<file path="config.mk">
export PLATFORM = sky130hd
export DESIGN_NAME = accel_tilt_angle_with_calibration
export DESIGN_NICKNAME = d
export VERILOG_FILES = /design/src/hdl/atac_pkg.sv /design/src/hdl/atac_ctrl.sv /design/src/hdl/atac_dp.sv /design/src/hdl/accel_tilt_angle_with_calibration.sv
export SDC_FILE = /design/constraint.sdc
export NUM_CORES = 2
export LEC_CHECK = 0
export ABC_AREA = 1
export CORE_UTILIZATION = 32
export DETAILED_ROUTE_END_ITERATION = 12
export DONT_BUFFER_PORTS = 1
export PLACE_DENSITY_LB_ADDON = 0.3
export SLEW_MARGIN = 10
export SYNTH_ARGS = -nofsm -noshare
export SYNTH_HDL_FRONTEND = slang
export SYNTH_SLANG_ARGS = --single-unit
export TNS_END_PERCENT = 100
</file>
<file path="constraint.sdc">
create_clock -name aclk -period 7.3 [get_ports aclk]
set_clock_uncertainty 0.2 [all_clocks]
set_input_delay 1.095 -clock aclk [delete_from_list [all_inputs] [get_ports aclk]]
set_output_delay 1.095 -clock aclk [all_outputs]
set_load 0.02 [all_outputs]
</file>
<file path="src/hdl/atac_pkg.sv">
// Shared constants, types and the arctangent table for the tilt angle block.
package atac_pkg;

    localparam int CAL_LOG2          = 8;
    localparam int CORDIC_ITERATIONS = 16;
    localparam int ATAN_STEPS        = 24;
    localparam int CORDIC_STEPS      =
        (CORDIC_ITERATIONS < ATAN_STEPS) ? CORDIC_ITERATIONS : ATAN_STEPS;
    localparam int ANGLE_LIMIT       = 23040;
    localparam int CAL_COUNT_W       = 17;
    localparam int SQRT_STEPS        = 24;
    localparam int STEP_W            = 5;
    localparam int XW                = 28;
    localparam int ZW                = 25;
    localparam logic [15:0] YAW_GAIN_RESET = 16'd500;

    typedef enum logic [1:0] {
        MUL_X   = 2'd0,
        MUL_Y   = 2'd1,
        MUL_Z   = 2'd2,
        MUL_YAW = 2'd3
    } mul_sel_t;

    typedef struct packed {
        logic              load;
        logic              mul_en;
        mul_sel_t          mul_sel;
        logic              sqrt_init;
        logic              sqrt_step;
        logic              cordic_init;
        logic              cordic_step;
        logic [STEP_W-1:0] step;
        logic              angle_save;
        logic              phase;
        logic              out_load;
    } atac_cmd_t;

    function automatic logic signed [ZW-1:0] atan_lut(input logic [STEP_W-1:0] i);
        logic signed [ZW-1:0] v;
        unique case (i)
            5'd0:  v = 25'sd2949120;
            5'd1:  v = 25'sd1740967;
            5'd2:  v = 25'sd919879;
            5'd3:  v = 25'sd466945;
            5'd4:  v = 25'sd234379;
            5'd5:  v = 25'sd117304;
            5'd6:  v = 25'sd58666;
            5'd7:  v = 25'sd29335;
            5'd8:  v = 25'sd14668;
            5'd9:  v = 25'sd7334;
            5'd10: v = 25'sd3667;
            5'd11: v = 25'sd1833;
            5'd12: v = 25'sd917;
            5'd13: v = 25'sd458;
            5'd14: v = 25'sd229;
            5'd15: v = 25'sd115;
            5'd16: v = 25'sd57;
            5'd17: v = 25'sd29;
            5'd18: v = 25'sd14;
            5'd19: v = 25'sd7;
            5'd20: v = 25'sd4;
            5'd21: v = 25'sd2;
            5'd22: v = 25'sd1;
            default: v = '0;
        endcase
        return v;
    endfunction

endpackage

</file>
<file path="src/hdl/atac_ctrl.sv">
// Sequencing state machine for the tilt angle block.
module atac_ctrl
    import atac_pkg::*;
(
    input  logic      aclk,
    input  logic      aresetn,
    input  logic      s_valid,
    output logic      s_ready,
    output logic      m_valid,
    input  logic      m_ready,
    output atac_cmd_t cmd
);

    typedef enum logic [2:0] {
        S_IDLE, S_MUL, S_SQRT, S_CINIT, S_CORDIC, S_ANGLE, S_OUT
    } state_t;

    state_t            state_reg, state_next;
    logic [STEP_W-1:0] cnt_reg, cnt_next;
    logic              phase_reg, phase_next;
    logic              m_valid_reg, m_valid_next;

    always_comb begin
        state_next   = state_reg;
        cnt_next     = cnt_reg;
        phase_next   = phase_reg;
        cmd          = '0;
        cmd.mul_sel  = MUL_X;
        cmd.phase    = phase_reg;
        cmd.step     = cnt_reg;
        unique case (state_reg)
            S_IDLE: begin
                if (s_valid) begin
                    cmd.load   = 1'b1;
                    cnt_next   = '0;
                    phase_next = 1'b0;
                    state_next = S_MUL;
                end
            end
            S_MUL: begin
                cmd.mul_en  = (cnt_reg < STEP_W'(4));
                cmd.mul_sel = mul_sel_t'(cnt_reg[1:0]);
                cnt_next    = cnt_reg + 1'b1;
                if (cnt_reg == STEP_W'(5)) begin
                    cmd.sqrt_init = 1'b1;
                    cnt_next      = '0;
                    state_next    = S_SQRT;
                end
            end
            S_SQRT: begin
                cmd.sqrt_step = 1'b1;
                cnt_next      = cnt_reg + 1'b1;
                if (cnt_reg == STEP_W'(SQRT_STEPS - 1)) begin
                    state_next = S_CINIT;
                end
            end
            S_CINIT: begin
                cmd.cordic_init = 1'b1;
                cnt_next        = '0;
                state_next      = S_CORDIC;
            end
            S_CORDIC: begin
                cmd.cordic_step = 1'b1;
                cnt_next        = cnt_reg + 1'b1;
                if (cnt_reg == STEP_W'(CORDIC_STEPS - 1)) begin
                    state_next = S_ANGLE;
                end
            end
            S_ANGLE: begin
                cmd.angle_save = 1'b1;
                if (!phase_reg) begin
                    phase_next    = 1'b1;
                    cmd.sqrt_init = 1'b1;
                    cnt_next      = '0;
                    state_next    = S_SQRT;
                end else begin
                    state_next = S_OUT;
                end
            end
            S_OUT: begin
                if (!m_valid_reg || m_ready) begin
                    cmd.out_load = 1'b1;
                    phase_next   = 1'b0;
                    state_next   = S_IDLE;
                end
            end
            default: state_next = S_IDLE;
        endcase
        m_valid_next = cmd.out_load ? 1'b1 : (m_ready ? 1'b0 : m_valid_reg);
    end

    always_ff @(posedge aclk) begin
        if (!aresetn) begin
            state_reg   <= S_IDLE;
            cnt_reg     <= '0;
            phase_reg   <= 1'b0;
            m_valid_reg <= 1'b0;
        end else begin
            state_reg   <= state_next;
            cnt_reg     <= cnt_next;
            phase_reg   <= phase_next;
            m_valid_reg <= m_valid_next;
        end
    end

    assign s_ready = (state_reg == S_IDLE);
    assign m_valid = m_valid_reg;

    a_accept_starts: assert property (@(posedge aclk) disable iff (!aresetn)
        s_valid && s_ready |=> state_reg == S_MUL) else $error("accept did not start work");
    a_out_sets_valid: assert property (@(posedge aclk) disable iff (!aresetn)
        cmd.out_load |=> m_valid_reg) else $error("result load lost");
    a_cordic_bound: assert property (@(posedge aclk) disable iff (!aresetn)
        state_reg == S_CORDIC |-> cnt_reg < STEP_W'(CORDIC_STEPS))
        else $error("cordic step out of range");
    a_idle_phase: assert property (@(posedge aclk) disable iff (!aresetn)
        state_reg == S_IDLE |-> !phase_reg) else $error("phase not cleared");

endmodule

</file>
<file path="src/hdl/atac_dp.sv">
// Datapath: multiplier, square root, CORDIC, calibration and result registers.
module atac_dp
    import atac_pkg::*;
(
    input  logic               aclk,
    input  logic               aresetn,
    input  atac_cmd_t          cmd,
    input  logic               cfg_wr,
    input  logic [15:0]        cfg_data,
    input  logic signed [15:0] s_accel_x,
    input  logic signed [15:0] s_accel_y,
    input  logic signed [15:0] s_accel_z,
    input  logic signed [15:0] s_gyro_z,
    input  logic               s_start_calibration,
    output logic signed [16:0] m_pitch_angle,
    output logic signed [16:0] m_roll_angle,
    output logic signed [15:0] m_yaw_rate,
    output logic               m_calibrating
);

    logic signed [15:0] ax_reg, ay_reg, az_reg, gz_reg;
    logic               start_reg;
    logic [15:0]        gain_reg;

    logic signed [16:0] ma, mb;
    logic signed [33:0] prod_reg;
    logic               mvld_reg;
    mul_sel_t           mtag_reg;
    logic [30:0]        sqx_reg, sqy_reg, sqz_reg;
    logic signed [15:0] yaw_reg;
    logic signed [17:0] yaw_q;

    logic [31:0]        sum;
    logic               roll_sum;
    logic [47:0]        rad_reg;
    logic [26:0]        rem_reg, rem_t, trial;
    logic [23:0]        root_reg;

    logic signed [XW-1:0] x_reg, y_reg, xs, ys;
    logic signed [ZW-1:0] z_reg, zr;
    logic signed [15:0]   num;
    logic signed [15:0]   angle, pitch_raw_reg, roll_raw_reg;

    logic signed [15:0]   pitch_off_reg, roll_off_reg;
    logic signed [31:0]   pacc_reg, racc_reg, pacc_next, racc_next;
    logic [CAL_COUNT_W-1:0] cnt_reg, cnt_next;
    logic                 active_reg, active_eff;

    always_ff @(posedge aclk) begin
        if (!aresetn) begin
            gain_reg <= YAW_GAIN_RESET;
        end else if (cfg_wr) begin
            gain_reg <= cfg_data;
        end
    end

    always_ff @(posedge aclk) begin
        if (cmd.load) begin
            ax_reg    <= s_accel_x;
            ay_reg    <= s_accel_y;
            az_reg    <= s_accel_z;
            gz_reg    <= s_gyro_z;
            start_reg <= s_start_calibration;
        end
    end

    always_comb begin
        case (cmd.mul_sel)
            MUL_X:   begin ma = 17'(ax_reg); mb = 17'(ax_reg); end
            MUL_Y:   begin ma = 17'(ay_reg); mb = 17'(ay_reg); end
            MUL_Z:   begin ma = 17'(az_reg); mb = 17'(az_reg); end
            default: begin ma = 17'(gz_reg); mb = $signed({1'b0, gain_reg}); end
        endcase
    end

    assign yaw_q = prod_reg[33:16];

    always_ff @(posedge aclk) begin
        if (!aresetn) begin
            mvld_reg <= 1'b0;
        end else begin
            mvld_reg <= cmd.mul_en;
        end
    end

    always_ff @(posedge aclk) begin
        if (cmd.mul_en) begin
            prod_reg <= ma * mb;
            mtag_reg <= cmd.mul_sel;
        end
        if (mvld_reg) begin
            case (mtag_reg)
                MUL_X:   sqx_reg <= prod_reg[30:0];
                MUL_Y:   sqy_reg <= prod_reg[30:0];
                MUL_Z:   sqz_reg <= prod_reg[30:0];
                default: begin
                    if (yaw_q > 18'sd32767) begin
                        yaw_reg <= 16'sh7fff;
                    end else if (yaw_q < -18'sd32768) begin
                        yaw_reg <= -16'sh8000;
                    end else begin
                        yaw_reg <= yaw_q[15:0];
                    end
                end
            endcase
        end
    end

    // load the roll radicand while the pitch angle is saved
    assign roll_sum = cmd.phase | cmd.angle_save;
    assign sum      = roll_sum ? (32'(sqx_reg) + 32'(sqz_reg))
                               : (32'(sqy_reg) + 32'(sqz_reg));
    assign rem_t    = {rem_reg[24:0], rad_reg[47:46]};
    assign trial    = {1'b0, root_reg, 2'b01};

    always_ff @(posedge aclk) begin
        if (cmd.sqrt_init) begin
            rad_reg  <= {sum, 16'h0000};
            rem_reg  <= '0;
            root_reg <= '0;
        end else if (cmd.sqrt_step) begin
            rad_reg <= {rad_reg[45:0], 2'b00};
            if (rem_t >= trial) begin
                rem_reg  <= rem_t - trial;
                root_reg <= {root_reg[22:0], 1'b1};
            end else begin
                rem_reg  <= rem_t;
                root_reg <= {root_reg[22:0], 1'b0};
            end
        end
    end

    assign num = cmd.phase ? ay_reg : ax_reg;
    assign xs  = x_reg >>> cmd.step;
    assign ys  = y_reg >>> cmd.step;

    always_ff @(posedge aclk) begin
        if (cmd.cordic_init) begin
            x_reg <= $signed({4'b0000, root_reg});
            y_reg <= $signed({{(XW-24){num[15]}}, num, 8'h00});
            z_reg <= '0;
        end else if (cmd.cordic_step) begin
            if (!y_reg[XW-1]) begin
                x_reg <= x_reg + ys;
                y_reg <= y_reg - xs;
                z_reg <= z_reg + atan_lut(cmd.step);
            end else begin
                x_reg <= x_reg - ys;
                y_reg <= y_reg + xs;
                z_reg <= z_reg - atan_lut(cmd.step);
            end
        end
    end

    assign zr = (z_reg + 25'sd128) >>> 8;

    always_comb begin
        if (num == 16'sd0) begin
            angle = '0;
        end else if (root_reg == '0) begin
            angle = num[15] ? -16'(ANGLE_LIMIT) : 16'(ANGLE_LIMIT);
        end else if (zr > 25'(ANGLE_LIMIT)) begin
            angle = 16'(ANGLE_LIMIT);
        end else if (zr < -25'(ANGLE_LIMIT)) begin
            angle = -16'(ANGLE_LIMIT);
        end else begin
            angle = zr[15:0];
        end
    end

    always_ff @(posedge aclk) begin
        if (cmd.angle_save) begin
            if (cmd.phase) begin
                roll_raw_reg <= angle;
            end else begin
                pitch_raw_reg <= angle;
            end
        end
    end

    assign active_eff = start_reg | active_reg;
    assign pacc_next  = (start_reg ? 32'sd0 : pacc_reg) + 32'(pitch_raw_reg);
    assign racc_next  = (start_reg ? 32'sd0 : racc_reg) + 32'(roll_raw_reg);
    assign cnt_next   = (start_reg ? '0 : cnt_reg) + 1'b1;

    always_ff @(posedge aclk) begin
        if (!aresetn) begin
            pitch_off_reg <= '0;
            roll_off_reg  <= '0;
            pacc_reg      <= '0;
            racc_reg      <= '0;
            cnt_reg       <= '0;
            active_reg    <= 1'b1;
        end else if (cmd.out_load && active_eff) begin
            if (cnt_next == CAL_COUNT_W'(1 << CAL_LOG2)) begin
                pitch_off_reg <= 16'(pacc_next >>> CAL_LOG2);
                roll_off_reg  <= 16'(racc_next >>> CAL_LOG2);
                pacc_reg      <= pacc_next;
                racc_reg      <= racc_next;
                cnt_reg       <= '0;
                active_reg    <= 1'b0;
            end else begin
                pacc_reg   <= pacc_next;
                racc_reg   <= racc_next;
                cnt_reg    <= cnt_next;
                active_reg <= 1'b1;
            end
        end
    end

    always_ff @(posedge aclk) begin
        if (cmd.out_load) begin
            m_pitch_angle <= 17'(pitch_raw_reg) - 17'(pitch_off_reg);
            m_roll_angle  <= 17'(roll_raw_reg) - 17'(roll_off_reg);
            m_yaw_rate    <= yaw_reg;
            m_calibrating <= active_eff;
        end
    end

endmodule

</file>
<file path="src/hdl/accel_tilt_angle_with_calibration.sv">
// Top level of the accelerometer tilt angle block with offset calibration.
// Each request runs these steps from acceptance to a loaded result: four
// passes of one shared 17x17 multiplier, then for pitch and for roll a
// bit-serial square root, a setup state, a 16-step shared CORDIC vectoring
// unit and an angle finish state, and last the result load.
// A new request is accepted once the result is handed to the output register,
// which holds it until taken; no new request is taken while one is in work.
// After reset the first 256 requests are averaged into the angle offsets.
module accel_tilt_angle_with_calibration
    import atac_pkg::*;
(
    input  logic               aclk,
    input  logic               aresetn,
    input  logic               s_valid,
    output logic               s_ready,
    input  logic signed [15:0] s_accel_x,
    input  logic signed [15:0] s_accel_y,
    input  logic signed [15:0] s_accel_z,
    input  logic signed [15:0] s_gyro_z,
    input  logic               s_start_calibration,
    output logic               m_valid,
    input  logic               m_ready,
    output logic signed [16:0] m_pitch_angle,
    output logic signed [16:0] m_roll_angle,
    output logic signed [15:0] m_yaw_rate,
    output logic               m_calibrating,
    input  logic               cfg_valid,
    output logic               cfg_ready,
    input  logic [15:0]        cfg_data
);

    atac_cmd_t cmd;

    assign cfg_ready = 1'b1;

    atac_ctrl u_ctrl (
        .aclk    (aclk),
        .aresetn (aresetn),
        .s_valid (s_valid),
        .s_ready (s_ready),
        .m_valid (m_valid),
        .m_ready (m_ready),
        .cmd     (cmd)
    );

    atac_dp u_dp (
        .aclk                (aclk),
        .aresetn             (aresetn),
        .cmd                 (cmd),
        .cfg_wr              (cfg_valid & cfg_ready),
        .cfg_data            (cfg_data),
        .s_accel_x           (s_accel_x),
        .s_accel_y           (s_accel_y),
        .s_accel_z           (s_accel_z),
        .s_gyro_z            (s_gyro_z),
        .s_start_calibration (s_start_calibration),
        .m_pitch_angle       (m_pitch_angle),
        .m_roll_angle        (m_roll_angle),
        .m_yaw_rate          (m_yaw_rate),
        .m_calibrating       (m_calibrating)
    );

endmodule

</file>
==> flow_metrics.py <==
metrics = {
    "run_status": {
        "status": "complete, but fails checks",
        "violations": "negative setup slack",
    },
    "clock_network": {
        "cts_root_buf": "clkbuf_16",
        "path_clk_slew_ns": 0.06,
        "insertion_delay_ns": 0.70,
        "cts_hold_buf": 0,
        "cts_tree": "yes",
        "cts_buffers": 76,
        "cts_buffer_depth": 3,
        "cts_max_level": 3,
        "cts_sinks": 602,
    },
    "synth": {
        "seq_area_frac_synth_pct": 31.9,
        "netlist-cell-type-count": 67,
        "syn_inst": 6230,
        "ys.warnings.count": 0,
        "syn_nets": 6922,
        "syn_area_um2": 49300,
        "synth_seq_cells": 602,
        "synthFlopType": "edfxtp_1",
        "ys_async_sr_fraction_pct": 0,
        "synth_edf_count": 369,
        "avgSynthCellArea_um2": 7.92,
    },
    "layout": {
        "fin_nets": 7152,
        "nFillCells": 15800,
        "area_delta_synth_final_pct": 16.5,
        "layout_common_cells": "1202 x nand2_1, 903 x inv_1, 553 x nor2_1, 404 x a21oi_1, 381 x nand3_1",
        "multi_input_area_um2": 29900,
        "utilization_pct": 37.7,
        "drive_above_1_share_pct": 12.5,
        "final_common_cell": "nand2_1",
        "final-seq-area_um2": 15700,
        "largest_reg_flops": 34,
        "final_cells": 8556,
    },
    "setup_path": {
        "reg2reg_depth": 32,
        "crit_type": "reg -> reg",
        "critPathArrivalTime_ns": 7.54,
        "critPathMaxStageDelay_ns": 0.58,
        "critPathMaxFanout": 8,
        "worstPathRequired_ns": 7.53,
        "startpoint_type": "register",
        "cp_slowest_cell": "fa_1",
        "endpoint_kind": "register",
    },
    "timing": {
        "post-route-min-period_ns": 7.31,
        "setup_viol": 1,
        "max_freq_ghz": 0.137,
        "grt_setup_unrepaired": "true",
        "final_hold_viol_count": 0,
        "slew_viol_final": 0,
        "finalCritPeriodShare_pct": 100,
        "maxSlewHeadroom_pct": 22.6,
        "tightest_slew_ns": 1.16,
        "worst_slack_ns": -0.00510,
        "worst_hold_slack_ns": 0.217,
        "tns_ns": -0.00510,
    },
    "grt": {
        "grt_max_degree": 99,
        "grt-ovfl-total": 0,
        "antenna_found_initial": 4,
        "grt_pass1_wl_um": 232000,
        "grt_usage_pct": 18.6,
        "grt_pass1_vias": 42200,
    },
    "drt": {
        "viasPerCell": 4.94,
        "wire_per_inst_um": 17.1,
        "drt_wl_total_um": 147000,
        "drt_iter0_drc": 2601,
        "drc": 0,
        "dr.pass1.iters": 6,
        "antenna_left": 0,
        "detailroute.via_count": 42300,
    },
    "floorplanning": {
        "dieArea_um2": 156000,
        "die_h_um": 395,
        "core_region_area_um2": 152000,
        "io-pin-count": 140,
        "start_util_pct": 32.4,
        "die_x_um": 395,
        "num_rows": 143,
    },
    "place": {
        "placed_cells": 8344,
        "routabilityCongestion": 0.935,
        "port_buffers": 0,
        "dp_hpwl_um": 114000,
    },
    "worst_hold_path": {
        "holdPathStages": 0,
        "hold_path.class": "reg -> reg",
    },
    "run": {
        "drv_cap": 0,
    },
}
-- cell usage after synthesis, types with 11 or more instances --
cell      count  area [um^2]
nand4_1      96          601
nand2_1    1228         4610
mux2_2       31          349
inv_2        11         41.3
a21o_1       22          165
or2_2        33          206
nor4_1       18          113
buf_2        52          260
edfxtp_1    369        11100
o21ai_1      28          140
dfxtp_1     233         4660
o21ai_0     358         1790
ha_1        311         3890
fa_1        295         5910
o21a_1       22          165
a21oi_1     423         2120
nor2_2       13         81.3
nor2_1      588         2210
buf_1        15         56.3
nor3_1       75          375
xor2_1      166         1450
buf_4        22          165
o21bai_1     22          165
xnor2_1     101          885
a31oi_1      44          275
o211ai_1     37          278
clkbuf_1    105          394
nand3_1     385         1930
inv_1       956         3590
o22ai_1      39          244
-- area by class of cell --
class,count,share of cell area (%)
multi-input cells,4451,52.1
clock inverters,45,0.895
flip-flops and latches,602,27.4
diodes,3,0.0131
clock buffers,96,3.60
well taps,2030,4.42
repair buffers,355,5.19
inverters,974,6.39
-- worst max-delay path: cells and delay by family (launching register included) --
kind                       cells  cell delay, ns
and+or+nand+nor                6            0.75
adders and majority gates      7            3.60
AOI/OAI and AO/OA              3            0.49
buffers and inverters         15            1.52
xor gates and xnor gates       1            0.15
DFF                            1            0.33
-- metrics by stage --
step	worst slack [ns]	area (um^2)
CTS	-0.0402	56600
floorplan	0.00924	49400
detailed placement	-0.542	53200
finish	-0.00510	57500
global route	-0.320	57500
global placement	-0.433	53200
-- final timing paths --
path	end	start	slack [ns]
worst min register to register	u_dp.m_yaw_rate[14]	u_dp.yaw_reg[14]	0.22
worst min-delay path	u_dp.m_yaw_rate[14]	u_dp.yaw_reg[14]	0.22
worst max-delay path	u_dp.prod_reg[33]	u_ctrl.state_reg[0]	-0.005
worst max register to register	u_dp.prod_reg[33]	u_ctrl.state_reg[0]	-0.005
-- routing by layer --
layer | routed length (um) | global-route usage, %
met3 | 6570 | 2.65
met1 | 66600 | 24.3
met5 | 0 | 0
met4 | 3860 | 5.55
met2 | 69700 | 31.8
-- logic make-up after synthesis --
kind of cell | count (synthesis) | synth area share [%]
mux | 33 | 0.748
other cells | 2 | 0.0152
buf+inv | 1177 | 9.41
flops | 602 | 31.9
simple gates | 2479 | 21.2
compound gates | 1063 | 12.0
xor+xnor | 268 | 4.77
fa+ha+maj | 606 | 19.9
-- what timing repair did --
action / 4_1_cts / 5_1_grt
pin swaps: 82 / 123
endpoints found under the setup margin: 20 / 16
resized for setup: 110 / 194
setup buffers: 30 / 38
cloned: 2 / 0
Power is not shown: default switching activity piles up to over one toggle a cycle in this logic, so the estimate is an artifact.
